**src/tod_pkg.sv**
```systemverilog
// tod_pkg: shared widths, fixed-point constants, register indexes and types
// for the tilt orientation detector. No dependencies.
package tod_pkg;

   localparam int FRAC_BITS    = 8;
   localparam int SAMPLE_W     = 16;
   localparam int FILT_W       = SAMPLE_W + FRAC_BITS;
   localparam int WEIGHT_NUM   = 13107;
   localparam int WEIGHT_SHIFT = 16;
   localparam int WEIGHT_W     = 15;
   localparam int PROD_W       = FILT_W + 1 + WEIGHT_W;
   localparam int THRESH_W     = 15;
   localparam int ROT_W        = 2;
   localparam int CSR_INDEX_W  = 2;
   localparam int CSR_DATA_W   = 15;

   localparam logic [THRESH_W-1:0] THRESH_RESET = THRESH_W'(2458);

   localparam logic [ROT_W-1:0] ROT_Q0 = ROT_W'(0);
   localparam logic [ROT_W-1:0] ROT_Q1 = ROT_W'(1);
   localparam logic [ROT_W-1:0] ROT_Q2 = ROT_W'(2);
   localparam logic [ROT_W-1:0] ROT_Q3 = ROT_W'(3);

   localparam logic [CSR_INDEX_W-1:0] CSR_TILT_THRESHOLD       = CSR_INDEX_W'(0);
   localparam logic [CSR_INDEX_W-1:0] CSR_ROTATION_LOCK_ENABLE = CSR_INDEX_W'(1);
   localparam logic [CSR_INDEX_W-1:0] CSR_LOCKED_ROTATION      = CSR_INDEX_W'(2);

   typedef struct packed {
      logic [THRESH_W-1:0] threshold;
      logic                lock_en;
      logic [ROT_W-1:0]    locked_rot;
   } cfg_type;

endpackage

```
**src/tilt_orientation_detector_core.sv**
```systemverilog
// Tilt orientation detector core: three smoothing lanes feed one rotation
// merge stage. Depends on tod_pkg, tod_axis_lane and tod_rotation_merge.
//
// Usage:
//   req_* carries one raw accelerometer sample per item (signed 16-bit counts).
//   rsp_* returns one result per item: rotation quadrant, a changed flag and
//   the integer part of the three smoothed axes.
//   csr_* writes tilt_threshold (0), rotation_lock_enable (1) and
//   locked_rotation (2); other indexes are ignored. Write only while idle.
// Timing:
//   An accepted item updates the lane filters at the accepting edge; the merge
//   stage registers the result once the output register is free or its result
//   is taken, raising rsp_valid. One item per cycle is sustained while rsp_stall
//   is low; the filter update (subtract, 25x15 multiply, add) in each lane sets the cycle.
// Reset (synchronous): filters and rotation clear to zero, registers return
//   to threshold 2458, lock off, locked quadrant 0; both stages empty.
// Stall: a stalled result holds in the output register while one more item
//   may enter the lane stage; with both stages full and stalled, req_stall is raised.
module tilt_orientation_detector_core
   import tod_pkg::*;
(
   input  logic                       clock,
   input  logic                       reset,
   input  logic                       req_valid,
   output logic                       req_stall,
   input  logic signed [SAMPLE_W-1:0] req_accel_x,
   input  logic signed [SAMPLE_W-1:0] req_accel_y,
   input  logic signed [SAMPLE_W-1:0] req_accel_z,
   output logic                       rsp_valid,
   input  logic                       rsp_stall,
   output logic [ROT_W-1:0]           rsp_rotation,
   output logic                       rsp_rotation_changed,
   output logic signed [SAMPLE_W-1:0] rsp_smooth_x,
   output logic signed [SAMPLE_W-1:0] rsp_smooth_y,
   output logic signed [SAMPLE_W-1:0] rsp_smooth_z,
   input  logic                       csr_write_enable,
   input  logic [CSR_INDEX_W-1:0]     csr_index,
   input  logic [CSR_DATA_W-1:0]      csr_write_data
);

   cfg_type cfg_ff;
   logic    lane_full_ff, lane_full_in;
   logic    rsp_valid_ff, rsp_valid_in;
   logic    in_accept, out_load;

   logic signed [FILT_W-1:0]   filt_x, filt_y, filt_z;
   logic signed [SAMPLE_W-1:0] sm_x, sm_y, sm_z;

   always_comb begin
      out_load     = lane_full_ff && (!rsp_valid_ff || !rsp_stall);
      req_stall    = lane_full_ff && !out_load;
      in_accept    = req_valid && !req_stall;
      lane_full_in = in_accept || (lane_full_ff && !out_load);
      rsp_valid_in = out_load || (rsp_valid_ff && rsp_stall);
   end

   always_ff @(posedge clock) begin
      if (reset) begin
         lane_full_ff <= 1'b0;
         rsp_valid_ff <= 1'b0;
      end else begin
         lane_full_ff <= lane_full_in;
         rsp_valid_ff <= rsp_valid_in;
      end
   end

   always_ff @(posedge clock) begin
      if (reset) begin
         cfg_ff.threshold  <= THRESH_RESET;
         cfg_ff.lock_en    <= 1'b0;
         cfg_ff.locked_rot <= ROT_Q0;
      end else if (csr_write_enable) begin
         case (csr_index)
            CSR_TILT_THRESHOLD: begin
               cfg_ff.threshold <= csr_write_data[THRESH_W-1:0];
            end
            CSR_ROTATION_LOCK_ENABLE: begin
               cfg_ff.lock_en <= csr_write_data[0];
            end
            CSR_LOCKED_ROTATION: begin
               cfg_ff.locked_rot <= csr_write_data[ROT_W-1:0];
            end
            default: begin
            end
         endcase
      end
   end

   tod_axis_lane u_lane_x (
      .clock        (clock),
      .reset        (reset),
      .load         (in_accept),
      .sample       (req_accel_x),
      .filter_state (filt_x),
      .smooth_int   (sm_x)
   );

   tod_axis_lane u_lane_y (
      .clock        (clock),
      .reset        (reset),
      .load         (in_accept),
      .sample       (req_accel_y),
      .filter_state (filt_y),
      .smooth_int   (sm_y)
   );

   // z is smoothed but takes no part in the rotation decision
   tod_axis_lane u_lane_z (
      .clock        (clock),
      .reset        (reset),
      .load         (in_accept),
      .sample       (req_accel_z),
      .filter_state (filt_z),
      .smooth_int   (sm_z)
   );

   tod_rotation_merge u_merge (
      .clock            (clock),
      .reset            (reset),
      .load             (out_load),
      .cfg              (cfg_ff),
      .filt_x           (filt_x),
      .filt_y           (filt_y),
      .smooth_x         (sm_x),
      .smooth_y         (sm_y),
      .smooth_z         (sm_z),
      .rotation         (rsp_rotation),
      .rotation_changed (rsp_rotation_changed),
      .smooth_x_out     (rsp_smooth_x),
      .smooth_y_out     (rsp_smooth_y),
      .smooth_z_out     (rsp_smooth_z)
   );

   assign rsp_valid = rsp_valid_ff;

endmodule

```
**src/tod_axis_lane.sv**
```systemverilog
// tod_axis_lane: one axis of exponential smoothing, new = old + 0.2*(sample - old)
// in signed 16.FRAC_BITS fixed point. Depends on tod_pkg.
module tod_axis_lane
   import tod_pkg::*;
(
   input  logic                       clock,
   input  logic                       reset,
   input  logic                       load,
   input  logic signed [SAMPLE_W-1:0] sample,
   output logic signed [FILT_W-1:0]   filter_state,
   output logic signed [SAMPLE_W-1:0] smooth_int
);

   localparam logic signed [WEIGHT_W-1:0] WEIGHT_S = WEIGHT_W'(WEIGHT_NUM);

   logic signed [FILT_W-1:0] filter_ff, filter_in;
   logic signed [FILT_W-1:0] sample_scaled;
   logic signed [FILT_W:0]   diff;
   logic signed [PROD_W-1:0] prod;
   logic signed [PROD_W-1:0] step;
   logic signed [FILT_W:0]   sum;

   always_comb begin
      sample_scaled = {sample, FRAC_BITS'(0)};
      diff = {sample_scaled[FILT_W-1], sample_scaled} - {filter_ff[FILT_W-1], filter_ff};
      prod = PROD_W'(diff) * PROD_W'(WEIGHT_S);
      // arithmetic shift gives the floor of the weighted step
      step = prod >>> WEIGHT_SHIFT;
      // update lies between old state and scaled sample, so it stays in range
      sum = {filter_ff[FILT_W-1], filter_ff} + step[FILT_W:0];
      filter_in = sum[FILT_W-1:0];
   end

   always_ff @(posedge clock) begin
      if (reset) begin
         filter_ff <= '0;
      end else if (load) begin
         filter_ff <= filter_in;
      end
   end

   assign filter_state = filter_ff;
   assign smooth_int   = filter_ff[FILT_W-1:FRAC_BITS];

endmodule

```
**src/tod_rotation_merge.sv**
```systemverilog
// tod_rotation_merge: sets the rotation quadrant from the smoothed X and Y
// lanes or the lock setting, holds the result register. Depends on tod_pkg.
module tod_rotation_merge
   import tod_pkg::*;
(
   input  logic                       clock,
   input  logic                       reset,
   input  logic                       load,
   input  cfg_type                    cfg,
   input  logic signed [FILT_W-1:0]   filt_x,
   input  logic signed [FILT_W-1:0]   filt_y,
   input  logic signed [SAMPLE_W-1:0] smooth_x,
   input  logic signed [SAMPLE_W-1:0] smooth_y,
   input  logic signed [SAMPLE_W-1:0] smooth_z,
   output logic [ROT_W-1:0]           rotation,
   output logic                       rotation_changed,
   output logic signed [SAMPLE_W-1:0] smooth_x_out,
   output logic signed [SAMPLE_W-1:0] smooth_y_out,
   output logic signed [SAMPLE_W-1:0] smooth_z_out
);

   logic [ROT_W-1:0]           rot_ff, rot_in;
   logic                       changed_ff;
   logic signed [SAMPLE_W-1:0] sx_ff, sy_ff, sz_ff;
   logic signed [FILT_W:0]     t_pos, t_neg, fx, fy;

   always_comb begin
      t_pos = $signed((FILT_W+1)'({cfg.threshold, FRAC_BITS'(0)}));
      t_neg = -t_pos;
      fx = (FILT_W+1)'(filt_x);
      fy = (FILT_W+1)'(filt_y);
      rot_in = rot_ff;
      if (cfg.lock_en) begin
         rot_in = cfg.locked_rot;
      end else if (fy < t_neg) begin
         rot_in = ROT_Q0;
      end else if (fx > t_pos) begin
         rot_in = ROT_Q1;
      end else if (fy > t_pos) begin
         rot_in = ROT_Q2;
      end else if (fx < t_neg) begin
         rot_in = ROT_Q3;
      end
   end

   always_ff @(posedge clock) begin
      if (reset) begin
         rot_ff     <= ROT_Q0;
         changed_ff <= 1'b0;
      end else if (load) begin
         rot_ff     <= rot_in;
         changed_ff <= (rot_in != rot_ff);
      end
   end

   always_ff @(posedge clock) begin
      if (load) begin
         sx_ff <= smooth_x;
         sy_ff <= smooth_y;
         sz_ff <= smooth_z;
      end
   end

   assign rotation         = rot_ff;
   assign rotation_changed = changed_ff;
   assign smooth_x_out     = sx_ff;
   assign smooth_y_out     = sy_ff;
   assign smooth_z_out     = sz_ff;

   a_lock_forces: assert property (@(posedge clock) disable iff (reset)
      load && cfg.lock_en |=> rot_ff == $past(cfg.locked_rot))
      else $error("locked rotation not applied");

   a_changed_flag: assert property (@(posedge clock) disable iff (reset)
      load |=> changed_ff == (rot_ff != $past(rot_ff)))
      else $error("rotation_changed does not match rotation update");

   a_y_low_wins: assert property (@(posedge clock) disable iff (reset)
      load && !cfg.lock_en && (fy < t_neg) |=> rot_ff == ROT_Q0)
      else $error("y below threshold did not select quadrant 0");

endmodule
```
**config.mk**
```make
export PLATFORM = sky130hd
export DESIGN_NAME = tilt_orientation_detector_core
export DESIGN_NICKNAME = d
export VERILOG_FILES = /design/src/tod_pkg.sv /design/src/tilt_orientation_detector_core.sv /design/src/tod_axis_lane.sv /design/src/tod_rotation_merge.sv
export SDC_FILE = /design/constraint.sdc
export NUM_CORES = 2
export LEC_CHECK = 0
export ABC_AREA = 1
export ABC_CLOCK_PERIOD_IN_PS = 8500
export BUFFER_PORTS_ARGS = -buffer_cell sky130_fd_sc_hd__buf_2
export CAP_MARGIN = 10
export CORE_UTILIZATION = 60
export CTS_BUF_LIST = sky130_fd_sc_hd__clkbuf_4 sky130_fd_sc_hd__clkbuf_8 sky130_fd_sc_hd__clkbuf_16
export DETAILED_ROUTE_END_ITERATION = 8
export PLACE_DENSITY = 0.89
export RECOVER_POWER = 50
export SYNTH_ARGS = -nofsm -noshare
export SYNTH_HDL_FRONTEND = slang
export SYNTH_SLANG_ARGS = --single-unit
```
**constraint.sdc**
```tcl
create_clock -name clock -period 8.5 [get_ports clock]
set_input_delay 1.7 -clock clock [delete_from_list [all_inputs] [get_ports clock]]
set_output_delay 1.7 -clock clock [all_outputs]
set_load 0.02 [all_outputs]
```
==> run metrics, run 1 <==
Detailed Place HPWL approximately 110000 microns; dominant synthesized flop cell dfxtp_1; outcome aborted with a tool error; largest net degree at the start of global routing approximately 110; chip width 246 microns; synthesized instance count 4838; Initial Utilization 0.607; Worst EP post-GRT repair u_lane_y.filter_state[23]$_SDFFE_PP0P_/D; cts hold-fix bufs 0; Inserted Clock Buffers 17; sequential area share after synthesis 0.0933; Netlist cell types 62; total track usage 0.882; Synth Net Count ~6000; routability cong. approximately 1.1; synth warn 0; Port Buffers approximately 120; Longest Clk Path Bufs 2; Clock Root Buffer clkbuf_16; Run Error [ERROR GRT-0232] Routing congestion too high. Check the congestion heatmap in the GUI.; Die Y ~250 microns; Syn Area/Cell 7.41 sq um; H-tree Lvls 4; Worst EP kind register input; Post-synth EDFFs 48; placed insts between 6000 and 7000; FP Rows 89; FF+latch count, synth approximately 140; mapped cell area ~36000 sq um; Last stage global routing (5_1_grt); FFs w/ async S/R, synth 0; gr ovfl total between 1500 and 2000; # IOs about 120; CTS sink count about 140
-- through the flow --
stage                util  setup TNS (ns)  worst slack (ns)  hold WS [ns]  cell area (sq um)
CTS                 0.822        -0.00976          -0.00592         0.444              48500
floorplan               -         -0.0554           -0.0554         0.408              36100
detailed placement  0.757          -41.53            -0.966         0.421              44700
global placement    0.757          -34.69            -0.896         0.427              44700
-- Yosys cell counts (all sizes together) (78+ instances only) --
master | instances | area [sq um]
a21o | 78 | 586
a21oi | 350 | 1800
dfxtp | 95 | 1900
fa | 315 | 6310
ha | 617 | 7720
inv | 1056 | 3960
nand2 | 846 | 3280
nand3 | 198 | 1070
nand4 | 79 | 494
nor2 | 328 | 1290
o21ai | 235 | 1200
xnor2 | 80 | 731
xor2 | 227 | 2090
-- layer usage --
layer  overflow  GRT usage
met5          3      0.473
met4        533      0.976
met3         29      0.733
met2       1304       1.06
met1         44      0.828
-- kinds of logic after synthesis --
family,share of synthesized area
AO/OA/AOI/OAI,0.133
XOR/XNOR,0.0792
adder cells (fa/ha/maj),0.392
buffers and inverters,0.116
flip-flops,0.0933
multiplexers,0.000628
AND/OR/NAND/NOR,0.186
-- repair_timing --
| action | CTS |
|---|---|
| pin swaps | 264 |
| setup endpoints to repair | 50 |
| setup buffers | 84 |
| resized for setup | 504 |
==> run 2: changes to the inputs <==
ABC_CLOCK_PERIOD_IN_PS = 11100   (was 8500)
CORE_UTILIZATION = 40   (was 60)
CTS_BUF_LIST = default   (was sky130_fd_sc_hd__clkbuf_4 sky130_fd_sc_hd__clkbuf_8 sky130_fd_sc_hd__clkbuf_16)
PLACE_DENSITY = default   (was 0.89)
PLACE_DENSITY_LB_ADDON = 0.15   (was default)
clock period = 11.1 ns   (was 8.5 ns; I/O delays follow)
==> run 2 against run 1 <==
  * The flow now finishes, with violations (DRC, capacitance limit, slew limit)
  * Synthesized cell count did not move
  * Area after synthesis is the same
==> run metrics, run 2 <==
gr ovfl total 0; Final period util 0.937; vias post-DR roughly 31000; sequential area share after synthesis 0.0933; FF+latch count, synth 143; max-slew violation count 85; Port Buffers around 120; cell mode on critical path nand2_1; routability cong. around 0.96; Syn Area/Cell ~7.4 sq um; final wirelength 115000 microns; Final nets between 5000 and 6000; Synth Net Count slightly below 6000; commonest non-fill, non-tap cell in the layout inv_1; vias per std cell ~5; setup_tns 0 ns; Post-synth EDFFs 48; cell taking the most area after synthesis ha_1; Netlist cell types 62; die area just over 90000 sq um; mapped cell area between 30000 and 40000 sq um; Clock Root Buffer clkbuf_16; vias in the first global route slightly above 30000; first-pass GRT wire length approximately 180000 microns; post_cts resized 0; CTS tree yes; critical path class in2reg; ranking of synthesized cells by area ha_1 22%, fa_1 18%, inv_1 11%; Detailed Place HPWL roughly 100000 microns; H-tree Lvls 4; chip width 301 microns; failing checks DRC, capacitance limit, slew limit; top post-synthesis cells by count 1041 x inv_1, 809 x nand2_1, 617 x ha_1; initial antenna violation count 2; CTS sink count 143; clock latency on the worst-skew pair 0.49 ns; synth warn 0; Max Freq 0.0962 GHz; Reg clk slew, reported paths around 0.07 ns; minimum clock period just over 10 ns; Critical Path RT between 10 and 15 ns; FF-to-FF setup slack 1.74 ns; Filler cells 9328; Longest Clk Path Bufs 2; # IOs between 100 and 150; actual slew at the worst max-slew pin between 2 and 3 ns; total track usage 0.256; post-layout util 0.434; commonest cells after routing, fill and taps aside 1041 x inv_1, 808 x nand2_1, 617 x ha_1, 338 x a21oi_1, 315 x fa_1; Routed Antenna Nets 0; layout overhead on the synthesized area 7.22%; RSZ-0062 raised after global routing no; slowest stage cell, crit path nor4_1; synthesized instance count about 4800; Initial Utilization 0.405; FFs w/ async S/R, synth 0; drt pass-1 iters 7; minimum hold slack 0.434 ns; post-place instance area 37900 sq um; diode count 0; FP Rows 109; setup bufs post-CTS 0; drt drc 23; design area 38400 sq um; max-cap check violation count 2; Inserted Clock Buffers 17; Die Y approximately 300 microns; largest net degree at the start of global routing roughly 110; Crit Path Max Fanout 6; Max stage delay on crit path between 0.6 and 0.7 ns; cts hold-fix bufs 0; Worst setup SP type primary input; Synth top area share 0.215; hold crit path type reg2reg; Worst Path Arrival 10.82 ns; CP Capture Type register; outcome finished, violations left; core area between 80000 and 90000 sq um; relative slew slack -0.693; drt wl/cell around 19 microns; Fin. Hold Viols 0; final setup skew roughly 0.023 ns; DR iter-0 viols between 2000 and 2500; dominant synthesized flop cell dfxtp_1; most common cell in the netlist inv_1; endpoints failing setup 0; share of layout cells above drive strength 1 0.0577
[run 2: cell counts after synthesis]
No cell type changed its count.
[run 2: cell families after synthesis]
kind of cell	share of synthesized area
muxes	0.000628
adders and majority gates	0.392
DFF	0.0933
xor gates and xnor gates	0.0792
and+or+nand+nor	0.186
buffers and inverters	0.116
AOI/OAI and AO/OA	0.133
[run 2: worst paths after layout]
| check | cells after the start | to | startpoint |
|---|---|---|---|
| max reg2reg | 40 | u_lane_x.filter_state[23] | u_lane_x.filter_state[12] |
| min reg2reg | 0 | u_merge.smooth_z_out[15] | u_lane_z.filter_state[23] |
| min | 0 | u_merge.smooth_z_out[15] | u_lane_z.filter_state[23] |
| max | 40 | u_lane_x.filter_state[23] | req_accel_x[3] |
[run 2: layout make-up]
type	instances	area (sq um)	area share
tap	1165	1460	0.0379
timing repair buffer	147	729	0.0190
inverter	1058	3970	0.103
clock inverter	15	161	0.00420
clock buffer	17	425	0.0111
multi-input combinational	3597	28300	0.737
sequential	143	3340	0.0870
[run 2: critical path, delay by kind of cell]
family / cells / cell delay, ns
compound gates: 3 / 0.66
simple gates: 20 / 3.52
buf+inv: 6 / 0.39
fa+ha+maj: 9 / 3.68
xor+xnor: 2 / 0.33
[run 2: routing by layer]
layer / vias to the layer above / track usage / share of wire
met2: 685 / 0.410 / 0.44
li1: 15828 / - / -
met4: 2 / 0.0609 / 0.021
met5: - / 0 / 0.00011
met3: 89 / 0.0300 / 0.047
met1: 14675 / 0.365 / 0.49
[run 2: through the flow]
stage	instances	setup slack, ns
floorplan	4838	1.73
global placement	6110	0.371
detailed placement	6110	0.443
CTS	6142	0.924
global route	6142	0.0876
finish	6142	0.700
Power of run 2 is not shown: default switching activity piles up to over one toggle a cycle in this logic, so the estimate is an artifact.
